==> src/rtl/ebsfd_pkg.sv <==
// shared types, constants and byte decode function for the status frame decoder
package ebsfd_pkg;

  localparam int unsigned SPEED_RECIP = 61681;  // ceil(2^20 / 17)
  localparam int unsigned SPEED_SHIFT = 20;
  localparam logic [7:0] SPEED_MAX = 8'd199;
  localparam logic [7:0] WRAP_ADD = 8'hfe;
  localparam logic [28:0] TIME_SCALE = 29'd20;
  localparam logic [7:0] PARK_MASK = 8'h0b;
  localparam int unsigned DIV_STEPS = 29;
  localparam int unsigned DIV_CNT_W = $clog2(DIV_STEPS + 1);

  // one incoming frame
  typedef struct packed {
    logic [7:0] status_byte_two;
    logic [7:0] status_byte_three;
    logic [7:0] status_byte_four;
    logic [7:0] status_byte_five;
    logic [7:0] speed_high_byte;
    logic [7:0] speed_low_byte;
    logic [7:0] offset_byte;
  } frame_t;

  // one decoded result
  typedef struct packed {
    logic [11:0] event_mask;
    logic [2:0]  gear_number;
    logic [7:0]  speed_value;
    logic [28:0] time_limit;
    logic        parking_active;
    logic        ecu_alert;
    logic        restart_timer;
    logic        side_symbol;
  } result_t;

  // controller to datapath commands
  typedef struct packed {
    logic capture;
    logic mult;
    logic setup;
    logic step;
    logic out_load;
  } cmd_t;

  // datapath to controller status
  typedef struct packed {
    logic div_done;
    logic out_free;
  } sts_t;

  // offset removal with wrap correction
  function automatic logic [7:0] decode_byte(input logic [7:0] raw, input logic [7:0] off,
                                             input logic subtract);
    logic [7:0] v;
    v = subtract ? 8'(raw - off) : raw;
    if (v < off) v = 8'(v + WRAP_ADD);
    return v;
  endfunction

endpackage

==> src/rtl/ebike_status_frame_decoder_unit.sv <==
// top level of the status frame decoder
//
// channel   direction  handshake                  payload
// frame     in         frame_valid / frame_stall  frame_t, one controller frame
// result    out        result_valid / result_stall result_t, one decoded status
// cfg       in         cfg_valid / cfg_ready      24-bit distance divisor
//
// a frame passes through the accepting cycle, a multiply, a setup, 29 divider steps,
// a done check and a load before the next frame can be accepted.
// rst is synchronous; it clears the divisor, the side stand latch, the step counter, result_valid and control.
// a result waits in its output register while the next frame is accepted;
// if that result is still stalled when the next one is done, the block holds.
module ebike_status_frame_decoder_unit (
  input  logic               clk,
  input  logic               rst,
  input  logic               frame_valid,
  output logic               frame_stall,
  input  ebsfd_pkg::frame_t  frame,
  output logic               result_valid,
  input  logic               result_stall,
  output ebsfd_pkg::result_t result,
  input  logic               cfg_valid,
  output logic               cfg_ready,
  input  logic [23:0]        cfg_data
);

  ebsfd_pkg::cmd_t cmd;
  ebsfd_pkg::sts_t sts;

  assign cfg_ready = 1'b1;

  // controller
  ebsfd_ctrl u_ctrl (
    .clk         (clk),
    .rst         (rst),
    .frame_valid (frame_valid),
    .frame_stall (frame_stall),
    .sts         (sts),
    .cmd         (cmd)
  );

  // datapath
  ebsfd_dpath u_dpath (
    .clk          (clk),
    .rst          (rst),
    .frame        (frame),
    .cfg_valid    (cfg_valid),
    .cfg_data     (cfg_data),
    .result_stall (result_stall),
    .result_valid (result_valid),
    .result       (result),
    .cmd          (cmd),
    .sts          (sts)
  );

endmodule

==> src/rtl/ebsfd_ctrl.sv <==
// sequencing state machine for the status frame decoder
module ebsfd_ctrl (
  input  logic            clk,
  input  logic            rst,
  input  logic            frame_valid,
  output logic            frame_stall,
  input  ebsfd_pkg::sts_t sts,
  output ebsfd_pkg::cmd_t cmd
);

  localparam logic [2:0] S_IDLE  = 3'd0;
  localparam logic [2:0] S_MULT  = 3'd1;
  localparam logic [2:0] S_SETUP = 3'd2;
  localparam logic [2:0] S_DIV   = 3'd3;
  localparam logic [2:0] S_WAIT  = 3'd4;

  logic [2:0] state;
  logic [2:0] state_next;

  // state register
  always_ff @(posedge clk) begin
    if (rst) begin
      state <= S_IDLE;
    end else begin
      state <= state_next;
    end
  end

  assign frame_stall = (state != S_IDLE);

  // next state and commands
  always_comb begin
    state_next = state;
    cmd = '0;
    unique case (state)
      S_IDLE: begin
        if (frame_valid) begin
          cmd.capture = 1'b1;
          state_next = S_MULT;
        end
      end
      S_MULT: begin
        cmd.mult = 1'b1;
        state_next = S_SETUP;
      end
      S_SETUP: begin
        cmd.setup = 1'b1;
        state_next = S_DIV;
      end
      S_DIV: begin
        if (sts.div_done) begin
          state_next = S_WAIT;
        end else begin
          cmd.step = 1'b1;
        end
      end
      S_WAIT: begin
        if (sts.out_free) begin
          cmd.out_load = 1'b1;
          state_next = S_IDLE;
        end
      end
      default: begin
        state_next = S_IDLE;
      end
    endcase
  end

endmodule

==> src/rtl/ebsfd_dpath.sv <==
// frame registers, speed scaling, time limit divider and result register
module ebsfd_dpath (
  input  logic               clk,
  input  logic               rst,
  input  ebsfd_pkg::frame_t  frame,
  input  logic               cfg_valid,
  input  logic [23:0]        cfg_data,
  input  logic               result_stall,
  output logic               result_valid,
  output ebsfd_pkg::result_t result,
  input  ebsfd_pkg::cmd_t    cmd,
  output ebsfd_pkg::sts_t    sts
);

  ebsfd_pkg::frame_t frame_reg;
  logic [23:0] distance_divisor;
  logic        side_latch;
  logic [31:0] prod;
  logic [7:0]  speed;
  logic        restart;
  logic [7:0]  rem;
  logic [28:0] quo;
  logic [ebsfd_pkg::DIV_CNT_W-1:0] cnt;

  logic [7:0]  b2, b3, b4, b5, b7, b8, off;
  logic [15:0] count;
  logic [11:0] speed_raw;
  logic [28:0] full;
  logic [8:0]  trial;
  logic        ge;
  logic [2:0]  gear;
  logic        park;
  logic        side_next;
  logic [11:0] ev;

  // decoded frame bytes
  always_comb begin
    off = frame_reg.offset_byte;
    b2 = frame_reg.status_byte_two;
    b3 = ebsfd_pkg::decode_byte(frame_reg.status_byte_three, off, 1'b0);
    b4 = ebsfd_pkg::decode_byte(frame_reg.status_byte_four, off, 1'b1);
    b5 = ebsfd_pkg::decode_byte(frame_reg.status_byte_five, off, 1'b1);
    b7 = ebsfd_pkg::decode_byte(frame_reg.speed_high_byte, off, 1'b1);
    b8 = ebsfd_pkg::decode_byte(frame_reg.speed_low_byte, off, 1'b1);
    count = {b7, b8};
  end

  // count / 17 from the reciprocal product
  assign speed_raw = prod[ebsfd_pkg::SPEED_SHIFT +: 12];
  assign full = 29'(distance_divisor) * ebsfd_pkg::TIME_SCALE;

  // one restoring divide step
  always_comb begin
    trial = {rem, quo[28]};
    ge = (trial >= {1'b0, speed});
  end

  // config register and side stand latch
  always_ff @(posedge clk) begin
    if (rst) begin
      distance_divisor <= '0;
      side_latch <= 1'b0;
    end else begin
      if (cfg_valid) distance_divisor <= cfg_data;
      if (cmd.out_load) side_latch <= side_next;
    end
  end

  // frame capture, product, divider
  always_ff @(posedge clk) begin
    if (cmd.capture) frame_reg <= frame;
    if (cmd.mult) prod <= 32'(count) * 32'(ebsfd_pkg::SPEED_RECIP);
    if (cmd.setup) begin
      restart <= (speed_raw < 12'd2);
      if (speed_raw < 12'd2) begin
        speed <= '0;
      end else if (speed_raw > 12'(ebsfd_pkg::SPEED_MAX)) begin
        speed <= ebsfd_pkg::SPEED_MAX;
      end else begin
        speed <= speed_raw[7:0];
      end
      rem <= '0;
      quo <= full;
    end else if (cmd.step) begin
      rem <= ge ? 8'(trial - {1'b0, speed}) : trial[7:0];
      quo <= {quo[27:0], ge};
    end
  end

  // step counter, reset so the done status is defined
  always_ff @(posedge clk) begin
    if (rst) begin
      cnt <= '0;
    end else if (cmd.setup) begin
      cnt <= ebsfd_pkg::DIV_CNT_W'(ebsfd_pkg::DIV_STEPS);
    end else if (cmd.step) begin
      cnt <= cnt - 1'b1;
    end
  end

  // flag decode
  always_comb begin
    park = b3[7] | (|(b2 & ebsfd_pkg::PARK_MASK));
    gear = b4[7] ? 3'd4 : {1'b0, b4[1:0]};
    ev = '0;
    ev[0] = park;
    ev[1] = !park;
    if (b5[2]) ev[2] = 1'b1;
    else if (b3[2]) ev[3] = 1'b1;
    else if (b5[0]) ev[4] = 1'b1;
    else if (gear != 3'd0) ev[5] = 1'b1;
    ev[6] = b5[1] | b4[5];
    ev[7] = b3[5];
    ev[8] = b3[6] | b3[0];
    ev[9] = b5[6] | b5[1] | b4[5];
    ev[10] = b3[3];
    ev[11] = b3[4];
    side_next = side_latch | b5[6];
  end

  // result register
  always_ff @(posedge clk) begin
    if (rst) begin
      result_valid <= 1'b0;
    end else if (cmd.out_load) begin
      result_valid <= 1'b1;
    end else if (!result_stall) begin
      result_valid <= 1'b0;
    end
  end

  always_ff @(posedge clk) begin
    if (cmd.out_load) begin
      result.event_mask <= ev;
      result.gear_number <= gear;
      result.speed_value <= speed;
      result.time_limit <= restart ? full : quo;
      result.parking_active <= park;
      result.ecu_alert <= b3[4] | b3[3];
      result.restart_timer <= restart;
      result.side_symbol <= side_next;
    end
  end

  assign sts.div_done = (cnt == '0);
  assign sts.out_free = !result_valid || !result_stall;

endmodule
==> config.mk <==
export PLATFORM = sky130hd
export DESIGN_NAME = ebike_status_frame_decoder_unit
export DESIGN_NICKNAME = d
export VERILOG_FILES = /design/src/rtl/ebsfd_pkg.sv /design/src/rtl/ebike_status_frame_decoder_unit.sv /design/src/rtl/ebsfd_ctrl.sv /design/src/rtl/ebsfd_dpath.sv
export SDC_FILE = /design/constraint.sdc
export NUM_CORES = 1
export LEC_CHECK = 0
export ABC_AREA = 1
export BUFFER_PORTS_ARGS = -buffer_cell sky130_fd_sc_hd__buf_2
export CAP_MARGIN = 30
export CORE_UTILIZATION = 55
export DETAILED_ROUTE_END_ITERATION = 12
export PLACE_DENSITY = 0.87
export SLEW_MARGIN = 20
export SYNTH_ARGS = -nofsm -noshare
export SYNTH_HDL_FRONTEND = slang
export SYNTH_HIERARCHICAL = 1
export SYNTH_SLANG_ARGS = --single-unit
==> constraint.sdc <==
create_clock -name clk -period 7.8 [get_ports clk]
set_clock_uncertainty 0.15 [all_clocks]
set_input_delay 0.78 -clock clk [delete_from_list [all_inputs] [get_ports clk]]
set_output_delay 0.78 -clock clk [all_outputs]
set_load 0.1 [all_outputs]
==> results of run 1 <==
==> worst paths after layout <==
check	startpoint	to	slack (ns)	depth (start not counted)
setup reg to reg	u_dpath/frame_reg[16]$_DFFE_PP_	u_dpath/prod[24]$_DFFE_PP_	-0.31	39
setup / recovery	u_dpath/frame_reg[16]$_DFFE_PP_	u_dpath/prod[24]$_DFFE_PP_	-0.31	39
hold / removal	u_dpath/speed[7]$_SDFFCE_PP0P_	u_dpath/result[40]$_DFFE_PP_	0.31	0
hold reg to reg	u_dpath/speed[7]$_SDFFCE_PP0P_	u_dpath/result[40]$_DFFE_PP_	0.31	0
==> metrics by stage <==
step / util [%] / hold slack, ns / setup TNS, ns
floorplan: - / 0.274 / 0
global placement: 62.6 / 0.291 / -0.259
detailed placement: 62.6 / 0.289 / -1.74
CTS: 65.8 / 0.304 / 0
global route: 68.5 / 0.305 / -5.82
finish: 68.5 / 0.308 / -1.92
==> kinds of logic after synthesis <==
| family | after synthesis | share of synthesized area [%] |
|---|---|---|
| simple gates | 607 | 16.2 |
| buf+inv | 333 | 7.98 |
| fa+ha+maj | 313 | 28.1 |
| compound gates | 267 | 9.37 |
| flops | 198 | 34.7 |
| xor+xnor | 65 | 3.59 |
| other cells | 1 | 0.0237 |
==> final cells by class <==
cell class              instances  area share, %
flip-flops and latches        198           28.6
clock buffers                  17           2.21
inverters                     310           6.07
multi-input cells            1253           51.5
clock inverters                15           1.08
well taps                     378           2.46
repair buffers                245           8.05
diodes                          1         0.0130
==> synthesized netlist by cell type (10+ instances only) <==
library cell	n
dfxtp_1	44
nor2_1	140
nor4_1	10
nand4_1	19
nand3_1	76
nor3_1	18
a21oi_1	91
inv_1	307
nand2_2	12
ha_1	242
xor2_1	45
xnor2_1	20
clkbuf_1	19
o21ai_0	112
edfxtp_1	154
fa_1	71
or2_2	12
nand2_1	308
==> layer usage <==
metal  vias to the layer above  global-route usage (%)  wire length, µm
li1                       6417                       -                -
met2                       691                    48.8            21600
met1                      6530                    31.5            16200
met5                         -                       0                0
met3                       213                    3.29             2690
met4                         0                    9.97             2370
==> layout by cell type, fill, tap and decap left out, types with 13 or more instances in the layout <==
| cell | n |
|---|---|
| nand2_1 | 283 |
| inv_1 | 282 |
| ha_1 | 213 |
| edfxtp_1 | 154 |
| buf_2 | 138 |
| nor2_1 | 127 |
| o21ai_0 | 103 |
| buf_4 | 98 |
| nand3_1 | 71 |
| a21oi_1 | 71 |
| fa_1 | 65 |
| dfxtp_1 | 44 |
| xor2_1 | 41 |
| nand2_2 | 31 |
| ha_4 | 27 |
| inv_2 | 26 |
| nand4_1 | 19 |
| xnor2_1 | 18 |
| clkbuf_16 | 17 |
| a21oi_2 | 17 |
| nor3_1 | 14 |
| o21ai_1 | 13 |
==> worst max-delay path, delay by kind of cell (launching register included) <==
kind | cells | cell delay [ns]
XOR/XNOR | 2 | 0.34
flip-flops | 1 | 0.47
buffers and inverters | 7 | 0.76
AND/OR/NAND/NOR | 16 | 1.65
adder cells (fa/ha/maj) | 10 | 3.66
AO/OA/AOI/OAI | 4 | 0.81
==> repair_timing <==
item	4_1_cts	5_1_grt
endpoints found under the setup margin	11	12
buffers inserted	3	18
pin swaps	17	110
gates resized for setup	39	140
==> results.ini, run 1 <==
[die]
die_y_um=172
die_x_um=172
dieArea_um2=29500
num_rows=61
ioPinCount=144
initial_core_util_pct=56.4
core_region_area_um2=28100

[worst_setup_path]
worstPathMaxFanout=4
cp_slowest_stage_delay_ns=0.58
critPathCaptureType=register
cpMostUsedCell=nand2_1
startpoint_type=register
arrival_ns=8.14
critPathRequiredTime_ns=7.83
slowest_stage=fa_1
critical_path_class=register to register

[logic_synthesis]
netlist_instances=1784
ys_warn_count=6
synthFlopType=edfxtp_1
synth_edf_count=154
avgSynthCellArea_um2=8.88
synth_top_cell_by_area=edfxtp_1
syn-cell-area_um2=15800
seq_area_frac_synth_pct=34.7
ys_types=48
synth_seq_cells=198
synth_fp_nets=2182
synth.top_cell.area_share_pct=29.2
synthTopCellsByArea=edfxtp_1, ha_1, fa_1
async_reset_ff_share_pct=0

[finish]
seqCellArea_um2=5510
multi_input_area_um2=9910
fin_cells=2417
fillers=1998
nets=2423
largest_reg_flops=55
drive_gt1_share_pct=22.5
area_delta_synth_final_pct=21.4
fin_area_um2=19200

[sta]
worst_pin_slew_ns=0.919
fin_crit_ns=8.11
layout_setup_ws_ns=-0.309
drv_slew=0
period_share_pct=104
rsz0062_at_grt=true
finalHoldViolations=0
max_freq_mhz=123
setup_viol=12
slew_headroom_pct=38.7

[routing]
drcViolationCount=0
viasPerCell=5.73
routed-via-count=13900
post_drt_wl_per_cell_um=17.7
drt_first_pass_iters=6
wirelength_um=42800
postRouteAntennaNets=0
drtIter0Drc=1270

[grt]
track_usage_pct=26.6
grt_max_degree=58
grt_overflow_total=0
grt_pass1_wl_um=62000
grt_pass1_vias=13300
antenna_found_initial=1

[cts]
path_clk_slew_ns=0.10
cts_htree_levels=4
postCtsHoldBufs=0
clock_latency_ns=0.45
cts_sinks=198
cts_made_buffers=17
cts_tree=done
cts.path.max_buffers=2
clockRootBuffer=clkbuf_16

[worst_hold_path]
hold_path_class=register to register

[placed_design]
dp.final_hpwl_um=29300
io_buffers=137
placed_area_um2=17600
dp_slack_ns=-0.342
place_congestion=0.936
dp_cells=2361

[outcome]
outcome=complete, but fails checks
violations=negative setup slack

[flow_run]
drv_cap=0

Power of run 1 is left out: the tool's default activity adds up to more than one toggle a clock period on the data nets, which glitch-free logic cannot reach.
==> run 2: changes to the inputs <==
--- a/config.mk
+++ b/config.mk
@@ -8,9 +8,11 @@
 export ABC_AREA = 1
 export BUFFER_PORTS_ARGS = -buffer_cell sky130_fd_sc_hd__buf_2
 export CAP_MARGIN = 30
+export CORE_MARGIN = 2
 export CORE_UTILIZATION = 55
 export DETAILED_ROUTE_END_ITERATION = 12
 export PLACE_DENSITY = 0.87
+export SETUP_SLACK_MARGIN = 0.15
 export SLEW_MARGIN = 20
 export SYNTH_ARGS = -nofsm -noshare
 export SYNTH_HDL_FRONTEND = slang
==> run 2 against run 1 <==
  * The flow still finishes with violations (negative setup slack)
  * Via count up 0.57%
  * Sequential cell count stayed put
  * Final area up 0.81%
  * Count of clock-buffer cells in the layout unchanged
  * Worst hold slack better by 0.0033 ns
  * First-iteration DRC count down 16%
  * Register-to-register slack worse by 0.11 ns
  * Final cell count is 1.2% higher
  * Setup slack worse by 0.11 ns
  * Non-clock buffer count grew 23
  * Critical path depth is the same
  * Critical endpoint is now u_dpath/prod[25]$_DFFE_PP_
==> results.ini, run 2 (synthesized netlist as in run 1, its figures left out) <==
[finish]
seqCellArea_um2=5510  ; unchanged
fin_area_um2=19400  ; +0.81%
area_delta_synth_final_pct=22.4
multi_input_area_um2=9930  ; +0.21%
nets=2446  ; +0.95%
drive_gt1_share_pct=23.7  ; +1.3 points
largest_reg_flops=55  ; unchanged
layout_commonest_cell=nand2_1
final_cell_mix=nand2_1, inv_1, ha_1, edfxtp_1, buf_2
fillers=2045  ; +2.4%

[worst_setup_path]
critPathCaptureType=register
slowest_stage=fa_1
arrival_ns=8.27  ; +0.13 ns
critical_path_class=register to register
cp_slowest_stage_delay_ns=0.56  ; -0.02 ns
startpoint_type=register
worstPathMaxFanout=5  ; +1
ff2ff_setup_slack_ns=-0.42  ; -0.11 ns
critPathRequiredTime_ns=7.85  ; +0.02 ns

[sta]
worst_pin_slew_ns=0.990  ; +0.0704 ns
setup_tns_ns=-2.38  ; -0.455 ns
rsz0062_at_grt=true
setup_viol=12  ; unchanged
slew_headroom_pct=34.0  ; -4.7 points
drv_slew=0  ; unchanged
max_freq_mhz=122  ; -1.3%
fin_crit_ns=8.22  ; +0.110 ns
holdWs_ns=0.311  ; +0.00330 ns
layout_setup_ws_ns=-0.418  ; -0.110 ns
finalHoldViolations=0  ; unchanged
period_share_pct=105  ; +1.4 points

[routing]
drt_first_pass_iters=6  ; unchanged
drcViolationCount=0  ; unchanged
wirelength_um=43000  ; +0.38%
routed-via-count=13900  ; +0.57%
post_drt_wl_per_cell_um=17.6  ; -0.85%
postRouteAntennaNets=0  ; unchanged
drtIter0Drc=1062  ; -16%
viasPerCell=5.69  ; -0.66%

[placed_design]
io_buffers=137  ; unchanged
placed_area_um2=17600  ; about the same
place_congestion=0.936  ; about the same
dp.final_hpwl_um=29700  ; +1.3%

[grt]
grt.busiest_layer=met2
use_met2_pct=48.9  ; +0.091 points
antenna_found_initial=2  ; +1
grt_pass1_wl_um=65400  ; +5.5%
grt_max_degree=58  ; unchanged
grt_overflow_total=0  ; unchanged
grt_pass1_vias=14000  ; +4.8%
track_usage_pct=26.6  ; +0.051 points
gr-usage-met3_pct=3.53  ; +0.24 points
use_met1_pct=30.8  ; -0.63 points

[die]
die_y_um=174  ; +1.2%
dieArea_um2=30200  ; +2.3%
ioPinCount=144  ; unchanged
num_rows=62  ; +1.6%
initial_core_util_pct=55.5  ; -0.91 points
core_region_area_um2=28500  ; +1.6%
die_x_um=174  ; +1.2%

[cts]
cts.path.max_buffers=2  ; unchanged
path_clk_slew_ns=0.08  ; -0.02 ns
clockRootBuffer=clkbuf_16
clock_latency_ns=0.45  ; about the same
cts_sinks=198  ; unchanged
postCtsHoldBufs=0  ; unchanged
cts_made_buffers=17  ; unchanged
cts_tree=done
cts_htree_levels=4  ; unchanged

[flow_run]
drv_cap=0  ; unchanged

[outcome]
outcome=complete, but fails checks
violations=negative setup slack

[worst_hold_path]
hold_path_class=register to register

==> run 2: repair_timing <==
action	4_1_cts	5_1_grt
resized for setup	80	106
pin swaps	41	84
endpoints found under the hold margin	0	0
setup buffers	32	20
setup endpoints to repair	12	12
==> run 2: layer usage <==
layer / routed length [µm] / vias up
met5: 0 / -
met4: 2530 / 0
met3: 2680 / 203
met2: 21700 / 657
met1: 16000 / 6609
li1: - / 6461
==> run 2: worst max-delay path: cells and delay by family, from the launching register on <==
kind                       cells  cell delay (ns)
AOI/OAI and AO/OA              5             0.96
xor gates and xnor gates       3             0.48
adders and majority gates     10             3.92
buffers and inverters          9             0.97
DFF                            1             0.37
and+or+nand+nor               12             1.10
==> run 2: metrics by stage <==
stage	setup slack (ns)	util, %	cells
final	-0.418	67.9	2447
after floorplan	0.159	-	1784
after CTS	0.0620	65.8	2423
after global routing	-0.650	67.9	2447
after global placement	-0.0986	61.5	2358
after detailed placement	-0.303	61.6	2359
==> run 2: worst paths after layout <==
| kind | startpoint | end | cells after the start |
|---|---|---|---|
| worst max-delay path | u_dpath/off[0]$_DFFE_PP_ | u_dpath/prod[25]$_DFFE_PP_ | 39 |
| worst min-delay path | u_dpath/rem[7]$_SDFFE_PP0P_ | u_dpath/rem[7]$_SDFFE_PP0P_ | 2 |
| worst max register to register | u_dpath/off[0]$_DFFE_PP_ | u_dpath/prod[25]$_DFFE_PP_ | 39 |
| worst min register to register | u_dpath/rem[7]$_SDFFE_PP0P_ | u_dpath/rem[7]$_SDFFE_PP0P_ | 2 |
==> run 2: layout make-up <==
class	instances	share of cell area, %
Antenna cell	2	0.0258
Clock buffer	17	2.19
Clock inverter	15	0.916
Inverter	310	6.02
Multi-Input combinational cell	1253	51.2
Sequential cell	198	28.4
Tap cell	384	2.48
Timing Repair Buffer	268	8.79
Power of run 2 is left out for the same reason.
